[config.mk]
export PLATFORM = sky130hd
export DESIGN_NAME = cpc_back
export DESIGN_NICKNAME = d
export VERILOG_FILES = /design/src/design/cpc_pkg.sv /design/src/design/cpc_back.sv
export SDC_FILE = /design/constraint.sdc
export NUM_CORES = 1
export LEC_CHECK = 0
export BUFFER_PORTS_ARGS = -buffer_cell sky130_fd_sc_hd__buf_2
export CORE_ASPECT_RATIO = 0.8
export CORE_MARGIN = 2
export CORE_UTILIZATION = 40
export DETAILED_ROUTE_END_ITERATION = 10
export GPL_TIMING_DRIVEN = 0
export PLACE_DENSITY = 0.62
export SETUP_SLACK_MARGIN = 0.5
export SYNTH_ARGS = -nofsm -noshare
export SYNTH_HDL_FRONTEND = slang
export SYNTH_SLANG_ARGS = --single-unit
[constraint.sdc]
create_clock -name aclk -period 4 [get_ports aclk]
set_clock_uncertainty 0.1 [all_clocks]
set_input_delay 0.2 -clock aclk [delete_from_list [all_inputs] [get_ports aclk]]
set_output_delay 0.2 -clock aclk [all_outputs]
set_load 0.05 [all_outputs]
[src/design/cpc_pkg.sv]
// Shared constants for the convex polygon plane cut block.
`default_nettype none
package cpc_pkg;
    localparam int DIST_W = 64;
    localparam int NORM_W = 18;
    localparam int LINE_W = 32;
    localparam int T_FRAC = 16;
    localparam int T_W = T_FRAC + 1;
    localparam logic [T_W-1:0] T_ONE = T_W'(1) << T_FRAC;
    localparam logic [1:0] MAX_CUTS = 2'd2;
    localparam int CFG_IDX_W = 3;
    localparam logic [CFG_IDX_W-1:0] CFG_ORIGIN_X = 3'd0;
    localparam logic [CFG_IDX_W-1:0] CFG_ORIGIN_Y = 3'd1;
    localparam logic [CFG_IDX_W-1:0] CFG_ORIGIN_Z = 3'd2;
    localparam logic [CFG_IDX_W-1:0] CFG_NORMAL_X = 3'd3;
    localparam logic [CFG_IDX_W-1:0] CFG_NORMAL_Y = 3'd4;
    localparam logic [CFG_IDX_W-1:0] CFG_NORMAL_Z = 3'd5;
endpackage
`default_nettype wire

[src/design/cpc_back.sv]
// Back end: cut parameter division and interpolation of the cut point.
`default_nettype none
module cpc_back #(
    parameter int CW = 32,
    parameter int IW = 32,
    parameter int JW = 8
) (
    input  logic              aclk,
    input  logic              aresetn,
    input  logic              job_empty,
    input  logic [JW-1:0]     job_data,
    output logic              job_pop,
    output logic              m_valid,
    input  logic              m_ready,
    output logic [CW-1:0]     m_cut_x,
    output logic [CW-1:0]     m_cut_y,
    output logic [CW-1:0]     m_cut_z,
    output logic [IW-1:0]     m_edge_start_id,
    output logic [IW-1:0]     m_edge_end_id,
    output logic [cpc_pkg::LINE_W-1:0] m_line_index,
    output logic              m_endpoint_index
);
    import cpc_pkg::*;

    localparam int MW = CW + 1 + T_W;
    localparam logic [3:0] B_IDLE  = 4'd0;
    localparam logic [3:0] B_DELTA = 4'd1;
    localparam logic [3:0] B_MAG   = 4'd2;
    localparam logic [3:0] B_SEL   = 4'd3;
    localparam logic [3:0] B_DIV   = 4'd4;
    localparam logic [3:0] B_DIFF  = 4'd5;
    localparam logic [3:0] B_ABS   = 4'd6;
    localparam logic [3:0] B_MUL   = 4'd7;
    localparam logic [3:0] B_ADD   = 4'd8;
    localparam logic [3:0] B_OUT   = 4'd9;

    logic [3:0]        state_reg;
    logic [CW-1:0]     p0_reg [3];
    logic [CW-1:0]     p1_reg [3];
    logic [CW-1:0]     res_reg [3];
    logic [DIST_W-1:0] d0_reg, d1_reg, delta_reg, a_reg, b_reg, r_reg;
    logic [T_W-1:0]    t_reg;
    logic [3:0]        iter_reg;
    logic [1:0]        c_reg;
    logic              skip_reg;
    logic signed [CW:0] diff_reg;
    logic [CW:0]       m_reg;
    logic [CW+1:0]     prod_reg;
    logic [IW-1:0]     id0_reg, id1_reg;
    logic [LINE_W-1:0] line_reg;
    logic              ep_reg;

    logic [DIST_W-1:0] r_shift;
    logic              r_carry, take;
    logic [MW-1:0]     mt;
    logic [CW+1:0]     x0_ext;

    assign job_pop = (state_reg == B_IDLE) && !job_empty;
    assign m_valid = (state_reg == B_OUT);
    assign m_cut_x = res_reg[0];
    assign m_cut_y = res_reg[1];
    assign m_cut_z = res_reg[2];
    assign m_edge_start_id  = id0_reg;
    assign m_edge_end_id    = id1_reg;
    assign m_line_index     = line_reg;
    assign m_endpoint_index = ep_reg;

    assign r_carry = r_reg[DIST_W-1];
    assign r_shift = {r_reg[DIST_W-2:0], 1'b0};
    assign take    = r_carry || (r_shift >= b_reg);
    assign mt      = MW'(m_reg) * MW'(t_reg);
    assign x0_ext  = {{2{p0_reg[c_reg][CW-1]}}, p0_reg[c_reg]};

    always_ff @(posedge aclk) begin
        unique case (state_reg)
            B_IDLE: if (!job_empty) begin
                {p0_reg[0], p0_reg[1], p0_reg[2], p1_reg[0], p1_reg[1], p1_reg[2],
                 d0_reg, d1_reg, id0_reg, id1_reg, line_reg, ep_reg} <= job_data;
            end
            B_DELTA: delta_reg <= d1_reg - d0_reg;
            B_MAG: begin
                a_reg    <= d0_reg[DIST_W-1] ? -d0_reg : d0_reg;
                b_reg    <= delta_reg[DIST_W-1] ? -delta_reg : delta_reg;
                skip_reg <= (delta_reg == '0) || (d0_reg == '0)
                            || (d0_reg[DIST_W-1] == delta_reg[DIST_W-1]);
            end
            B_SEL: begin
                r_reg    <= a_reg;
                iter_reg <= 4'd0;
                c_reg    <= 2'd0;
                if (skip_reg) t_reg <= '0;
                else if (a_reg >= b_reg) t_reg <= T_ONE;
                else t_reg <= '0;
            end
            B_DIV: begin
                r_reg    <= take ? r_shift - b_reg : r_shift;
                t_reg    <= {t_reg[T_W-2:0], take};
                iter_reg <= iter_reg + 4'd1;
            end
            B_DIFF: diff_reg <= $signed({p1_reg[c_reg][CW-1], p1_reg[c_reg]})
                                - $signed({p0_reg[c_reg][CW-1], p0_reg[c_reg]});
            B_ABS: m_reg <= diff_reg[CW] ? CW'(0) - diff_reg : diff_reg;
            B_MUL: prod_reg <= mt[MW-1:T_FRAC];
            B_ADD: begin
                res_reg[c_reg] <= diff_reg[CW] ? CW'(x0_ext - prod_reg) : CW'(x0_ext + prod_reg);
                c_reg <= c_reg + 2'd1;
            end
            default: ;
        endcase
    end

    always_ff @(posedge aclk) begin
        if (!aresetn) begin
            state_reg <= B_IDLE;
        end else begin
            unique case (state_reg)
                B_IDLE:  if (!job_empty) state_reg <= B_DELTA;
                B_DELTA: state_reg <= B_MAG;
                B_MAG:   state_reg <= B_SEL;
                B_SEL:   state_reg <= (skip_reg || a_reg >= b_reg) ? B_DIFF : B_DIV;
                B_DIV:   if (iter_reg == 4'(T_FRAC - 1)) state_reg <= B_DIFF;
                B_DIFF:  state_reg <= B_ABS;
                B_ABS:   state_reg <= B_MUL;
                B_MUL:   state_reg <= B_ADD;
                B_ADD:   state_reg <= (c_reg == 2'd2) ? B_OUT : B_DIFF;
                B_OUT:   if (m_ready) state_reg <= B_IDLE;
                default: state_reg <= B_IDLE;
            endcase
        end
    end
endmodule
`default_nettype wire

==> results of run 1 <==
## metrics by stage
stage / setup slack (ns) / util [%] / instances
after floorplan: 0.493 / - / 1423
after global placement: 0.0418 / 47.3 / 1967
after detailed placement: 0.0117 / 47.3 / 1967
after CTS: 0.408 / 50.0 / 2020
after global routing: 0.304 / 50.6 / 2030
final: 0.480 / 50.6 / 2030
## per-layer routing
metal | global-route usage [%] | vias up | share of wire (%)
met1 | 19.2 | 3964 | 48
met3 | 1.06 | 20 | 3.7
li1 | - | 4277 | -
met2 | 22.2 | 182 | 47
met5 | 0 | - | 0
met4 | 3.42 | 0 | 1.2
## power breakdown
group | switching (mW) | internal [mW]
clock network | 0.679 | 0.820
logic | 4.35 | 3.18
registers | 0.0458 | 2.22
## cell families after synthesis
logic type / Yosys count / synth area share (%)
AOI/OAI and AO/OA: 141 / 7.37
xor gates and xnor gates: 75 / 5.02
adders and majority gates: 258 / 33.6
buffers and inverters: 319 / 11.9
DFF: 146 / 33.2
muxes: 6 / 0.507
other: 2 / 0.0574
and+or+nand+nor: 189 / 8.29
## synthesized netlist by cell type (3+ instances only)
master,number
a211oi_1,3
a21boi_0,5
a21o_1,23
a21oi_1,35
a31oi_1,13
a32oi_1,4
and2_1,6
and3_1,6
buf_4,89
buf_6,3
clkbuf_1,20
dfxtp_1,4
edfxtp_1,142
fa_1,156
ha_1,102
inv_1,206
mux2i_1,4
nand2_1,31
nand2b_1,5
nand3_1,9
nand4_1,17
nor2_1,44
nor2b_1,4
nor3_1,19
nor3b_1,4
nor4_1,6
nor4_4,3
o21a_1,5
o21ai_0,19
o21bai_1,7
o22ai_1,4
or2_2,3
or3_1,10
or4_1,4
xnor2_1,47
xor2_1,28
## worst paths after layout
| check | endpoint | slack (ns) | cells past startpoint |
|---|---|---|---|
| worst min register to register | iter_reg[0]$_SDFFCE_PN0P_ | 0.50 | 1 |
| worst max register to register | res_reg[0][28]$_DFFE_PP_ | 0.48 | 12 |
| worst max-delay path | res_reg[0][28]$_DFFE_PP_ | 0.48 | 12 |
| worst min-delay path | state_reg[3]$_SDFFE_PN0P_ | 0.04 | 3 |
## critical path, delay by kind of cell, from the launching register on
family	cells	cell delay, ns
flip-flops	1	0.42
AND/OR/NAND/NOR	6	1.70
buffers and inverters	2	0.23
AO/OA/AOI/OAI	1	0.29
XOR/XNOR	1	0.11
multiplexers	1	0.27
adder cells (fa/ha/maj)	1	0.13
## area by class of cell
| cell class | count | area, µm² |
|---|---|---|
| multi-input combinational | 958 | 8520 |
| inverter | 206 | 776 |
| sequential | 146 | 4340 |
| clock buffer | 17 | 425 |
| clock inverter | 15 | 143 |
| tap | 427 | 534 |
| timing repair buffer | 148 | 841 |
| fill | 2914 | 16000 |
| buffer | 113 | 792 |
## what timing repair did
item / 4_1_cts / 5_1_grt
hold buffers: 9 / 0
hold endpoints to repair: 12 / 0
pin swaps: 13 / 13
setup buffers: 12 / 10
gates resized for setup: 23 / 21
setup endpoints to repair: 54 / 36
==> impl_metrics.ini, run 1 <==
[synth]
synth_area_um2 = 13100
synth_ff_type = edfxtp_1
synth_area_leaders = edfxtp_1, fa_1, ha_1
async_flop_share_pct = 0
yosysUniqueCellTypes = 74
synth-seq-area-share_pct = 33.2
synthCells = 1136
avgSynthCellArea_um2 = 11.5
synth_warnings = 0
yosys.area.top_type = edfxtp_1
yosys.area.top_type_share_pct = 32.6
synth_edf_count = 142
synth_seq_cells = 146

[pwr]
leakagePower_nw = 8.24
p_total_mw = 11.3
power_density_nw_per_um2 = 690
ir_drop_v = 0.000569

[clock_tree]
cts_tree = done
ctsRootBufferMaster = clkbuf_16
clk_pin_slew_ns = 0.06
cts.sinks = 146
clockBufferDepth = 2
insertion_delay_ns = 0.42
htreeDepth = 4
numCtsBuffers = 17

[cells_and_area]
final_cell_mix = conb_1, inv_1, fa_1, edfxtp_1, buf_2
area_delta_synth_final_pct = 25.2
largest_reg_flops = 96
drive_gt1_share_pct = 20.2
fin_nets = 1860
final_area_um2 = 16400
layout_commonest_cell = conb_1
antennaDiodeCount = 0

[die]
start_util_pct = 40.4
coreArea_um2 = 32300
rows = 59
die_h_um = 166
die_x_um = 206
io_pins = 207
dieArea_um2 = 34200

[setup_path]
crit_path_end_kind = flip-flop
cp_slowest_stage_delay_ns = 0.42
cp_data_arrival_time_ns = 3.57
cp-startpoint = prod_reg[0]$_DFFE_PP_
r2r-start = prod_reg[0]$_DFFE_PP_
slowest_stage = edfxtp_1
crit_path_start_kind = flip-flop
crit_chain = clkbuf_8 > inv_4 > ha_4 > or3b_4 > or3_1 > or3_4 > a211oi_4 > nand3_2 > or2_4 > nor3_4 > mux2i_2 > xnor2_2
required_ns = 4.05
crit_type = reg -> reg
path_max_fanout = 4

[grt]
antenna_found_initial = 0
grt_util_all_layers_pct = 13.4
grt_pass1_wl_mm = 37.8
grt_max_degree = 34
first_global_vias = 8080
overflow = 0

[run_status]
status = completed

[timing]
maxSlewHeadroom_pct = 34.2
finalSetupViolCount = 0
hold_viol = 0
worstMarginPinSlew_ns = 0.985
drv_slew = 0
fmax_ghz = 0.284
hold_slack_ns = 0.0431
fin_crit_ns = 3.52
tns_ns = 0
rsz0062_at_grt = true
fin_crit_sh_pct = 88.0

[detailed_routing]
via_count = 8443
wl_per_cell_um = 11.3
firstDrtPassIters = 5
drt-total-wl_mm = 22.9
ant_nets = 0
drc = 0
viasPerCell = 4.16
drt_iter0_drc = 494

[hold_path]
hold_class = in -> reg
worstHoldStart = m_ready

[flow_run]
maxCapViolCount = 0

[placement]
dpl.hpwl_mm = 18.5
placed_area_um2 = 15300
gp_routability_congestion = 0.841
numPortBuffers = 117
No activity file was read; power rests on OpenSTA's default activity.
==> run 2, diff against run 1 <==
Settings changed: PLACE_DENSITY 0.62 to 0.64.
Clock period 4 ns to 3.2 ns, I/O delays scaled along.
==> run 2 against run 1 <==
Compared with the run above: the flow now finishes with violations (negative setup slack); sequential power is 25% higher; design area up 2.9%; maximum frequency down 2.1%; core utilization increased by 1.5 points; critical path type unchanged; critical endpoint is now res_reg[1][23]$_DFFE_PP_; largest power group unchanged.
==> impl_metrics.ini, run 2 (synthesized netlist as in run 1, its figures left out) <==
[run_status]
status = finished, violations left
violations = negative setup slack

[grt]
grt_util_all_layers_pct = 13.6
grt_pass1_wl_mm = 38.6
antenna_found_initial = 0
first_global_vias = 8432
grt_max_degree = 34
overflow = 0

[detailed_routing]
wl_per_cell_um = 11.3
viasPerCell = 4.19
drc = 0
ant_nets = 0
drt_iter0_drc = 374
drt-total-wl_mm = 23.2
firstDrtPassIters = 5
via_count = 8566

[clock_tree]
insertion_delay_ns = 0.42
cts.sinks = 146
htreeDepth = 4
cts_tree = done
clockBufferDepth = 2
ctsRootBufferMaster = clkbuf_16
clk_pin_slew_ns = 0.07
numCtsBuffers = 17

[cells_and_area]
num-fill-cells = 2813
final_area_um2 = 16800
layout_commonest_cell = conb_1
largest_reg_flops = 96
antennaDiodeCount = 0
area_delta_synth_final_pct = 28.9
drive_gt1_share_pct = 23.0
fin_nets = 1875
final_cell_mix = conb_1, inv_1, fa_1, edfxtp_1

[die]
die_x_um = 206
start_util_pct = 40.4
rows = 59
dieArea_um2 = 34200
io_pins = 207
die_h_um = 166
coreArea_um2 = 32300

[timing]
rsz0062_at_grt = true
maxSlewHeadroom_pct = 41.6
finalSetupViolCount = 51
fin_crit_ns = 3.60
hold_viol = 0
fmax_ghz = 0.278
fin_crit_sh_pct = 112
drv_slew = 0
setup_ws_ns = -0.396
worstMarginPinSlew_ns = 0.875

[pwr]
seqPwrFrac_pct = 19.9
clock_power_share_pct = 13.7
power_density_nw_per_um2 = 844
switching_share_pct = 44.6
p_total_mw = 14.2
switching_power_mw = 6.34
internal_power_mw = 7.88
p_comb_share_pct = 66.5
ir_drop_v = 0.000683
leakagePower_nw = 8.49

[setup_path]
crit_path_end_kind = flip-flop
required_ns = 3.25
rrSetupSlack_ns = -0.40
cp_data_arrival_time_ns = 3.64
crit_type = reg -> reg
rr_worst_depth = 13
crit_path_start_kind = flip-flop
path_max_fanout = 4
r2r_end = res_reg[1][23]$_DFFE_PP_
r2r-start = prod_reg[0]$_DFFE_PP_

[hold_path]
worstHoldStart = m_ready
holdPathStages = 3
hold_class = in -> reg
hold_end = state_reg[3]$_SDFFE_PN0P_

[placement]
numPortBuffers = 117
dpl.hpwl_mm = 18.7
placed_area_um2 = 15400
gp_routability_congestion = 0.837

[flow_run]
maxCapViolCount = 0
-- run 2: cell count changes in the layout (fill, tap and decap cells not counted), moves of 5 or more --
cell,delta
xnor2_2,+8
buf_4,+6
xor2_1,-5
xnor2_1,-11
buf_6,+9
-- run 2: worst max path at each step --
stage	slack (ns)	cells past startpoint	from	end
3_5_place_dp	-0.61	12	prod_reg[0]$_DFFE_PP_	res_reg[0][28]$_DFFE_PP_
2_1_floorplan	-0.21	12	prod_reg[0]$_DFFE_PP_	res_reg[0][28]$_DFFE_PP_
4_1_cts	-0.41	12	prod_reg[0]$_DFFE_PP_	res_reg[0][29]$_DFFE_PP_
3_3_place_gp	-0.56	13	prod_reg[0]$_DFFE_PP_	res_reg[0][29]$_DFFE_PP_
6_report	-0.40	13	prod_reg[0]$_DFFE_PP_	res_reg[1][23]$_DFFE_PP_
5_1_grt	-0.53	13	prod_reg[0]$_DFFE_PP_	res_reg[1][23]$_DFFE_PP_
-- run 2: cell type report --
cell class / instances / area (µm²) / share of cell area, %
Inverter: 206 / 776 / 4.60
Timing Repair Buffer: 163 / 1000 / 5.93
Multi-Input combinational cell: 958 / 8800 / 52.2
Sequential cell: 146 / 4340 / 25.8
Tap cell: 427 / 534 / 3.17
Clock buffer: 17 / 425 / 2.52
Buffer: 113 / 805 / 4.77
Clock inverter: 15 / 164 / 0.973
-- run 2: critical path, stage by stage (launching register included) --
cell and delay, ns:
edfxtp_1 0.42, clkbuf_8 0.17, inv_4 0.04, ha_4 0.13
or3b_4 0.38, or3_4 0.33, or3_4 0.38, buf_6 0.14
a2111oi_4 0.40, nand3_2 0.16, nor2_4 0.20, o21ai_2 0.12
mux2i_2 0.24, xnor2_2 0.11
-- run 2: power by group through the flow --
stage          Sequential, mW  Combinational [mW]  Clock, mW
2_1_floorplan            2.95                7.52          0
3_3_place_gp             2.86                7.70          0
3_5_place_dp             2.86                7.71          0
4_1_cts                  2.82                7.74       1.98
5_1_grt                  2.84                10.8       2.09
6_report                 2.83                9.45       1.94
-- run 2: routing by layer --
layer	part of all wire (%)	vias to the layer above	global-route usage, %	wire length (µm)
li1	-	4302	-	-
met1	47	4057	18.8	10800
met2	48	190	23.0	11200
met3	4.3	17	1.53	1000
met4	0.81	0	3.23	188
met5	0	-	0	0
-- run 2: timing repair --
action,4_1_cts,5_1_grt
pin swaps,21,28
resized for setup,35,46
setup endpoints to repair,69,76
buffers inserted,25,12
hold buffers,9,0
hold endpoints to repair,12,0
-- run 2: metrics by stage --
stage          hold WS (ns)  cells  util (%)  setup TNS, ns  worst slack [ns]
2_1_floorplan         0.159   1423         -          -2.84            -0.207
3_3_place_gp          0.238   1967      47.7         -18.81            -0.562
3_5_place_dp          0.243   1967      47.7         -19.87            -0.608
4_1_cts             0.00240   2033      51.0         -11.56            -0.406
5_1_grt              0.0270   2045      52.1         -18.89            -0.527
6_report            0.00827   2045      52.1         -10.67            -0.396
