<file path="config.mk">
export PLATFORM = sky130hd
export DESIGN_NAME = cpc_queue
export DESIGN_NICKNAME = d
export VERILOG_FILES = /design/src/design/cpc_queue.sv
export SDC_FILE = /design/constraint.sdc
export NUM_CORES = 1
export LEC_CHECK = 0
export ABC_AREA = 1
export BUFFER_PORTS_ARGS = -buffer_cell sky130_fd_sc_hd__buf_2
export CAP_MARGIN = 20
export CELL_PAD_IN_SITES_DETAIL_PLACEMENT = 1
export CELL_PAD_IN_SITES_GLOBAL_PLACEMENT = 1
export CORE_ASPECT_RATIO = 0.9
export CORE_MARGIN = 1
export CORE_UTILIZATION = 43
export CTS_BUF_LIST = sky130_fd_sc_hd__clkbuf_16
export CTS_CLUSTER_DIAMETER = 40
export CTS_CLUSTER_SIZE = 25
export DETAILED_ROUTE_END_ITERATION = 10
export PLACE_DENSITY = 0.9
export SLEW_MARGIN = 40
export SYNTH_ARGS = -nofsm -noshare
export SYNTH_HDL_FRONTEND = slang
export SYNTH_SLANG_ARGS = --single-unit
</file>
<file path="constraint.sdc">
create_clock -name aclk -period 3.4 [get_ports aclk]
set_clock_uncertainty 0.2 [all_clocks]
set_input_delay 0.17 -clock aclk [delete_from_list [all_inputs] [get_ports aclk]]
set_output_delay 0.17 -clock aclk [all_outputs]
set_load 0.02 [all_outputs]
</file>
<file path="src/design/cpc_queue.sv">
// Two-entry job queue between the vertex front end and the cut back end.
`default_nettype none
module cpc_queue #(
    parameter int WIDTH = 8
) (
    input  logic             aclk,
    input  logic             aresetn,
    input  logic             push,
    input  logic [WIDTH-1:0] push_data,
    output logic             full,
    input  logic             pop,
    output logic [WIDTH-1:0] pop_data,
    output logic             empty
);
    logic [WIDTH-1:0] mem [2];
    logic             wr_ptr_reg, rd_ptr_reg;
    logic [1:0]       count_reg;

    assign full     = (count_reg == 2'd2);
    assign empty    = (count_reg == 2'd0);
    assign pop_data = mem[rd_ptr_reg];

    always_ff @(posedge aclk) begin
        if (push && !full) begin
            mem[wr_ptr_reg] <= push_data;
        end
    end

    always_ff @(posedge aclk) begin
        if (!aresetn) begin
            wr_ptr_reg <= 1'b0;
            rd_ptr_reg <= 1'b0;
            count_reg  <= 2'd0;
        end else begin
            if (push && !full) wr_ptr_reg <= !wr_ptr_reg;
            if (pop && !empty) rd_ptr_reg <= !rd_ptr_reg;
            count_reg <= count_reg + 2'((push && !full) ? 1 : 0) - 2'((pop && !empty) ? 1 : 0);
        end
    end
endmodule
`default_nettype wire

</file>
==> results.md, run 1 <==
- The capturing element type of the critical path is a flip-flop.
- The count of state elements after synthesis is 21.
- The worst register-to-register path begins at count_reg[0]$_SDFF_PN0_.
- The CTS tree is built.
- The area growth from synthesis to final layout is 34.2%.
- During placement, the flow inserted port buffers numbering 21.
- The clock period minus final worst setup slack is ~1.8 ns.
- The worst hold endpoint is wr_ptr_reg$_SDFFE_PN0P_.
- The total CTS buffers is 3.
- The wire length of the first global-routing pass is 2590 um.
- The number of placed instances with taps included is 108.
- In this run the most critical hold path is launched from push.
- The register with the most flip-flops in the layout has 16 of them.
- Of the total synthesized cell area, the portion taken by AND, OR, NAND and NOR gates is 0.0970.
- Dividing the detail-routed wire length by the instance count gives 13.5 um.
- The net count after synthesis is 77.
- Data on the critical path is required at its endpoint by 3.34 ns.
- For this run, the slowest stage of the critical path takes 0.36 ns.
- The analysis attributes to net switching a power of 279 uW.
- The register area share after synthesis is 0.671.
- Of the total synthesized cell area, the portion taken by XOR and XNOR cells is 0.
- The adder and majority gate portion of the synthesized area is 0.0289.
- The number of cells on the worst hold path is 3.
- In this run the number of H-tree levels came out at 1.
- The slew at the pin closest to its max-slew limit is 0.671 ns.
- The share of the synthesized area in compound gates (AO/OA/AOI/OAI) came to 0.0116.
- The finished layout holds 121 standard cells, fillers aside.
- For this run, design rule violations remaining after detail routing come to 0.
- The register-to-register setup slack is 1.61 ns.
- The largest net degree at the start of global routing is 13.
- Of the total power, combinational logic draws 0.320.
- Setup repair after global routing left no endpoint under its margin.
- Summing every instance area after synthesis gives 865 um2.
- For this design, the slowest cell found on the critical path is sky130_fd_sc_hd__dfxtp_1.
- The clock-pin transition on the worst setup and hold timing paths is around 0.050 ns.
- The final number of setup-violating endpoints is 0.
- After routing, the total negative slack on setup checks comes to 0 ns.
- The max-capacitance violation count is 0.
- The area share of the largest cell type after synthesis is 0.556.
- The number of antenna repair diodes is 0.
- Based on the critical path, the design can be clocked at up to around 0.56 GHz.
- For the worst-skew pair, the clock arrives at the later sink with an insertion delay of 0.24 ns.
- After global routing the overflow that remains totals 0.
- Measured against the total synthesized area, the mux share comes to 0.139.
- Final hold analysis gives a worst-case slack of 0.00831 ns.
- The Yosys warning count is 0.
- The gate count of the mapped netlist is 63.
- In the final layout, the share of cells above drive strength 1 is 0.365.
- The remaining antenna violation count is 0.
- The starting density of the core is 0.456.
- The internal power of the cells is 612 uW.
- The met3 demand-to-capacity share in global routing is 0.0309.
- The standby leakage power is roughly 0.52 nW.
- Before antenna repair, the detailed router went through 4 iterations.
- The routed wire length is 1630 um.
- In this run the critical register-to-register path is captured at count_reg[1]$_SDFF_PN0_.
- The class of the most critical hold timing path is input pin to flip-flop.
- The number of nets at the end of the flow is 111.
- Dividing total power by cell area gives a power density of 768 nW/um2.
- The peak ir drop on the vdd network is 0.481 mV.
- In this run the mean area of a mapped cell was 13.7 um2.
- sky130_fd_sc_hd__edfxtp_1 takes more of the synthesized area than any other cell.
- The count of pins on the block boundary is 22.
- After synthesis, the netlist uses 11 different library cells.
- The worst setup path is of the flip-flop to flip-flop kind.
- The number of antenna violations at the first check in global routing is 0.
- The most common library cell in the layout ignoring fill and taps is sky130_fd_sc_hd__buf_2.
- The flow ran to the end, and the final reports show no timing, DRC or antenna violations.
- In this run the cell area measured after placement is 990 um2.
- The initialized floorplan defines 15 standard-cell rows.
- STA puts the critical path data arrival time at 1.73 ns.
- The die covers between 2000 and 2500 um2.
- The headroom to the max-slew limit is 0.551.
- In the global route stage, met1 resource usage came out at 0.181.
- The worst-path maximum fanout is 4.
- In the layout the commonest cells are 21 x sky130_fd_sc_hd__buf_2, 16 x sky130_fd_sc_hd__edfxtp_1, 9 x sky130_fd_sc_hd__inv_1, 9 x sky130_fd_sc_hd__nand2_1, 9 x sky130_fd_sc_hd__dlygate4sd3_1.
- The signal on the critical path passes through inv_1 > nand2_1 > nand2_1 > ha_1 > inv_1 > ha_1 > inv_1 > nand2_1 > a21oi_1 > nor2_1.
- For met2 alone, demand over resource in global routing was 0.342.
- The largest buffer count on any clock path is 2.
- The clock power share is 0.265.
- The hold violation count in the final report came to 0.
- The detailed router finished its first iteration with 4 violations.
- The number of global-route vias before repair is 585.
- STA classifies the critical path startpoint as a flip-flop.
- The TritonCTS sink count is 21.
- The total count of max-transition violations in the final report was 0.
- After clock tree synthesis, the flow added hold-fix buffers numbering 9.
- The share of the clock period used by the worst path is 0.527.
- The layer flagged by global routing as most heavily used is met2.
- The sequential share of power is 0.416.
- The aggregate global-route resource usage is 0.177.
- The count of instances resized after the clock tree is built is 0.
- Counting the fill cells in the layout gives a little under 200.
- The sum of internal, switching and leakage power is a little under 900 uW.
- The die is 44.5 um tall.
- After routing the design area is 1160 um2.
- By area, the combinational part of the netlist is dominated by multiplexers.
- The cell sitting at the root of the clock tree is a sky130_fd_sc_hd__clkbuf_16.
- Counting cells, the worst reg-to-reg path comes to 10.
- The weighted congestion at the end of routability-driven global placement is 0.747.
- The floorplan step set the die width to 49.3 um.
- Once the clock tree was built, the setup fixing pass inserted 0 buffers.
- The total number of vias is 575.
- In the post-synthesis netlist, the biggest area contributors are sky130_fd_sc_hd__edfxtp_1 56%, sky130_fd_sc_hd__mux2_4 14%, sky130_fd_sc_hd__dfxtp_1 12%, sky130_fd_sc_hd__inv_1 3.9%, sky130_fd_sc_hd__nand2_1 3.9%.
- Of the total power, the share spent switching nets is 0.313.
- The core region is 1900 um2.
- The detailed-placement wirelength estimate is 1090 um.
- The mean number of vias per cell is 4.75.
==> layer usage <==
metal,wire length (um),up-vias
met5,0,-
met4,20,0
met3,63,2
met2,900,15
met1,646,280
li1,-,278
==> cell usage after synthesis <==
| cell | n |
|---|---|
| sky130_fd_sc_hd__mux2_4 | 8 |
| sky130_fd_sc_hd__nand3_1 | 3 |
| sky130_fd_sc_hd__inv_1 | 9 |
| sky130_fd_sc_hd__buf_6 | 1 |
| sky130_fd_sc_hd__nor2_2 | 2 |
| sky130_fd_sc_hd__nand2_1 | 9 |
| sky130_fd_sc_hd__edfxtp_1 | 16 |
| sky130_fd_sc_hd__nor2_1 | 6 |
| sky130_fd_sc_hd__ha_1 | 2 |
| sky130_fd_sc_hd__dfxtp_1 | 5 |
| sky130_fd_sc_hd__a21oi_1 | 2 |
==> logic make-up (layout without fill, tap and decap cells) <==
kind of cell	after synthesis	count (layout)
adder cells (fa/ha/maj)	2	2
buffers and inverters	10	43
AND/OR/NAND/NOR	20	20
multiplexers	8	8
flip-flops	21	21
AO/OA/AOI/OAI	2	2
==> area by class of cell <==
cell class                 instances  area, um2  area share
timing repair buffer              30        195       0.168
clock buffer                       3       75.1      0.0647
tap                               25       31.3      0.0270
inverter                           9       33.8      0.0291
sequential                        21        581       0.501
clock inverter                     1       5.00     0.00432
multi-input combinational         32        239       0.206
==> worst max-delay path, delay by kind of cell, from the launching register on <==
| kind | cells | cell delay, ns |
|---|---|---|
| AO/OA/AOI/OAI | 1 | 0.16 |
| buffers and inverters | 3 | 0.17 |
| flip-flops | 1 | 0.36 |
| adder cells (fa/ha/maj) | 2 | 0.46 |
| AND/OR/NAND/NOR | 4 | 0.34 |
==> worst max-delay path by stage <==
stage                       startpoint                      end  depth (start not counted)
6_report       count_reg[0]$_SDFF_PN0_  count_reg[1]$_SDFF_PN0_                         10
5_1_grt        count_reg[0]$_SDFF_PN0_  count_reg[1]$_SDFF_PN0_                         10
2_1_floorplan  count_reg[1]$_SDFF_PN0_  count_reg[1]$_SDFF_PN0_                          9
3_5_place_dp   count_reg[0]$_SDFF_PN0_  count_reg[1]$_SDFF_PN0_                         10
4_1_cts        count_reg[0]$_SDFF_PN0_  count_reg[1]$_SDFF_PN0_                         10
3_3_place_gp   count_reg[0]$_SDFF_PN0_  count_reg[1]$_SDFF_PN0_                         10
==> power groups by stage <==
stage          logic [mW]  clock network [mW]  registers, mW
2_1_floorplan       0.223                   0          0.353
3_3_place_gp        0.266                   0          0.370
3_5_place_dp        0.276                   0          0.375
4_1_cts             0.288               0.242          0.372
5_1_grt             0.313               0.250          0.376
6_report            0.285               0.236          0.370
==> metrics by stage <==
step	util	setup WS, ns
floorplan	-	1.71
global placement	0.522	1.69
detailed placement	0.522	1.61
CTS	0.612	1.60
global route	0.612	1.49
finish	0.612	1.61
Note: power is estimated with default switching activity, not from simulation.
==> run 2, diff against run 1 <==
--- a/config.mk
+++ b/config.mk
@@ -12,12 +12,12 @@
 export CELL_PAD_IN_SITES_GLOBAL_PLACEMENT = 1
 export CORE_ASPECT_RATIO = 0.9
 export CORE_MARGIN = 1
-export CORE_UTILIZATION = 43
+export CORE_UTILIZATION = 36
 export CTS_BUF_LIST = sky130_fd_sc_hd__clkbuf_16
 export CTS_CLUSTER_DIAMETER = 40
 export CTS_CLUSTER_SIZE = 25
 export DETAILED_ROUTE_END_ITERATION = 10
-export PLACE_DENSITY = 0.9
+export PLACE_DENSITY = 0.82
 export SLEW_MARGIN = 40
 export SYNTH_ARGS = -nofsm -noshare
 export SYNTH_HDL_FRONTEND = slang
==> constraint.sdc (replaced) <==
create_clock -name aclk -period 1.5 [get_ports aclk]
set_clock_uncertainty 0.2 [all_clocks]
set_input_delay 0.075 -clock aclk [delete_from_list [all_inputs] [get_ports aclk]]
set_output_delay 0.075 -clock aclk [all_outputs]
set_load 0.02 [all_outputs]
==> run 2 against run 1 <==
The flow now finishes with violations (negative setup slack). Sequential power up 130%. Die area rose by 19%. Via count up 9.9%. Critical path depth shrank 1. Clock power grew 130%. Final cell count increased by 12%. Non-clock buffer count rose by 12. Combinational power rose to 3.8 times the previous value. Power increased to 2.8 times the previous value. Sequential share of layout area is 7.8 points lower. Critical path type unchanged. Largest cell class unchanged. Largest power group is now combinational logic. Highest routed layer unchanged.
==> results.md, run 2 (same netlist as run 1, synthesis figures left out) <==
- The count of pins on the block boundary is 22 (unchanged).
- The remaining antenna violation count is 0 (unchanged).
- The detailed-placement wirelength estimate is 1260 um (+16%).
- The hold violation count in the final report came to 0 (unchanged).
- The standard-cell row count is 16 (+1).
- The fill cell instance count of the final layout was 217 (+11%).
- The destination of the worst register-to-register timing path is count_reg[1]$_SDFF_PN0_.
- The total power density per cell area came to 1790 nW/um2 (+130%).
- The floorplan die width is 53.7 um (+8.9%).
- The total grt overflow is 0 (unchanged).
- The final routed wire length divided by cell count is 15.7 um (+17%).
- The final number of setup-violating endpoints is 1 (+1).
- In the layout the commonest cells are 20 x sky130_fd_sc_hd__buf_2, 16 x sky130_fd_sc_hd__edfxtp_1, 11 x sky130_fd_sc_hd__dlygate4sd3_1.
- The total number of vias is 632 (+9.9%).
- The max-capacitance violation count is 0 (unchanged).
- The insertion delay of the later-clocked pin in the worst-skew pair is 0.25 ns (about the same).
- The starting density of the core is 0.389 (-0.0670).
- The clock root buffer master is sky130_fd_sc_hd__clkbuf_16.
- The largest buffer count on any clock path came to 2 (unchanged).
- The worst-path maximum fanout was 3 (-1).
- In this design, the largest share of critical-path delay is due to adder cells.
- The weighted congestion at the end of routability-driven global placement was 0.666 (-11%).
- The worst setup path is of the flip-flop to flip-flop kind.
- The utilization after layout is 0.627 (+0.0154).
- The critical path startpoint category is a flip-flop.
- The number of antenna repair diodes is 0 (unchanged).
- The clock-pin transition on the worst setup and hold timing paths is 0.05 ns (about the same).
- The required arrival time at the worst endpoint is 1.45 ns (-1.89 ns).
- The first-iteration detailed-routing DRC count is 2 (-2).
- The mean number of vias per cell is 4.68 (-1.5%).
- The number of antenna violations at the first check in global routing is 0 (unchanged).
- The worst flop-to-flop path startpoint is count_reg[1]$_SDFF_PN0_.
- Setup repair after global routing could not meet its margin everywhere.
- The wire length of the first global-routing pass is 3440 um (+33%).
- The peak ir drop on the vdd network is 1.22 mV (+150%).
- The number of flip-flops in the largest register is 16 (unchanged).
- The total count of max-transition violations in the final report is 0 (unchanged).
- The count of port buffers added during placement is 21 (unchanged).
- The headroom to the max-slew limit is 0.819 (+0.268).
- The y dimension of the die is 48.5 um (+8.9%).
- The CTS tree is built.
- Leaving out fill and tap cells, the most frequent cell in the layout is sky130_fd_sc_hd__buf_2.
- The die footprint was 2600 um2 (+19%).
- Traced cell by cell, the critical path runs through nor2_4 > nor2_4 > ha_4 > inv_2 > ha_4 > inv_4 > nand2_4 > a21oi_2 > nor2_1.
- The number of global-route vias before repair came to 754 (+29%).
- The number of cells on the worst hold path is 4 (+1).
- The worst hold endpoint is wr_ptr_reg$_SDFFE_PN0P_.
- In this run the most critical hold path is launched from push.
- The residual DRC count was 0 (unchanged).
- The post-route worst setup slack came to -0.0725 ns (-1.68 ns).
- The cell count of the worst reg-to-reg path is 9 (-1).
- The number of nets at the end of the flow came to 123 (+11%).
- The fraction of final layout cells with drive strength greater than 1 is 0.565 (+0.200).
- The buffer and inverter count on the worst path is 2 (-1).
- The area growth from synthesis to final layout is 61.2%.
- The aggregate global-route resource usage was 0.197 (+0.0198).
- The standby leakage power is 0.606 nW (+17%).
- The highest achievable clock rate is 0.636 GHz (+14%).
- The number of levels in the clock H-tree is 1 (unchanged).
- The biggest cell delay along the critical path is 0.36 ns (about the same).
- The register-to-register setup slack came to -0.07 ns (-1.68 ns).
- The largest net degree at the start of global routing is 12 (-1).
- The number of non-filler instances in the completed layout is 135 (+12%).
- The endpoint arrival time on the critical path is 1.52 ns (-0.21 ns).
- The share of the clock period used by the worst path is 1.05 (+0.521).
- The detailed-router iteration count before antenna repair is 4 (unchanged).
- The number of placed instances with taps included came to 117 (+8.3%).
- The tightest min-delay check is of the input pin to flip-flop type.
- Among all stages on the critical path, the largest delay is contributed by sky130_fd_sc_hd__dfxtp_4.
- The slew at the pin closest to its max-slew limit is 0.271 ns (-0.400 ns).
- The core region area came to 2220 um2 (+17%).
- The TritonCTS sink count was 21 (unchanged).
- The total CTS buffers came to 3 (unchanged).
- The clock period minus final worst setup slack is 1.57 ns (-0.220 ns).
- The run finished, with violations left.
- The checks that failed: negative setup slack.
- The routed wire length is 2130 um (+30%).
- The capturing element type of the critical path is a flip-flop.
## run 2: cell count changes in the layout (fill, tap and decap cells not counted), moves of 3 or more
| cell | delta |
|---|---|
| sky130_fd_sc_hd__buf_4 | +7 |
| sky130_fd_sc_hd__nand2_1 | -4 |
| sky130_fd_sc_hd__nand2_4 | +4 |
| sky130_fd_sc_hd__dfxtp_1 | -3 |
| sky130_fd_sc_hd__inv_1 | -3 |
| sky130_fd_sc_hd__nor2_4 | +3 |
## run 2: worst max-delay path by stage
stage,start,endpoint,slack (ns),depth (start not counted)
final,count_reg[1]$_SDFF_PN0_,count_reg[1]$_SDFF_PN0_,-0.07,9
after floorplan,count_reg[0]$_SDFF_PN0_,count_reg[1]$_SDFF_PN0_,-0.09,10
after global placement,count_reg[0]$_SDFF_PN0_,count_reg[1]$_SDFF_PN0_,-0.11,9
after global routing,count_reg[1]$_SDFF_PN0_,count_reg[1]$_SDFF_PN0_,-0.14,9
after detailed placement,count_reg[0]$_SDFF_PN0_,count_reg[1]$_SDFF_PN0_,-0.17,11
after CTS,count_reg[0]$_SDFF_PN0_,count_reg[1]$_SDFF_PN0_,-0.11,10
## run 2: worst min-delay path, delay by kind of cell
kind / cells / cell delay [ns]
and+or+nand+nor: 3 / 0.23
buffers and inverters: 1 / 0.15
## run 2: cell type report
class                   instances  area [um2]  area share
clock inverters                 1        3.75     0.00269
inverters                       9        38.8      0.0278
repair buffers                 42         320       0.230
flip-flops and latches         21         589       0.423
well taps                      27        33.8      0.0242
multi-input cells              32         333       0.239
clock buffers                   3        75.1      0.0539
## run 2: routing by layer
metal  track usage  vias up  routed length, um
met3        0.0535        4                 79
met2         0.383       18               1260
met4        0.0658        0                 32
met1         0.185      306                754
met5             0        -                  0
li1              -      304                  -
## run 2: through the flow
stage,setup TNS [ns],instance area (um2),hold slack (ns),power (mW),worst slack (ns)
final,-0.0725,1390,0.0602,2.49,-0.0725
after global routing,-0.143,1390,0.0861,2.64,-0.143
after CTS,-0.239,1350,0.0635,2.39,-0.106
after detailed placement,-0.214,1070,0.0691,1.62,-0.170
after global placement,-0.153,1070,0.0648,1.58,-0.114
after floorplan,-0.101,876,-0.0274,1.34,-0.0865
## run 2: power by group
group	internal, mW	switching (mW)	total [mW]
clock	0.355	0.190	0.545
combinational	0.540	0.550	1.09
sequential	0.769	0.0886	0.858
total	1.66	0.829	2.49
## run 2: timing repair
action	CTS	global route
endpoints found under the setup margin	10	24
gates resized for setup	18	13
setup buffers	4	1
hold endpoints to repair	21	0
pin swaps	7	9
hold buffers	11	0
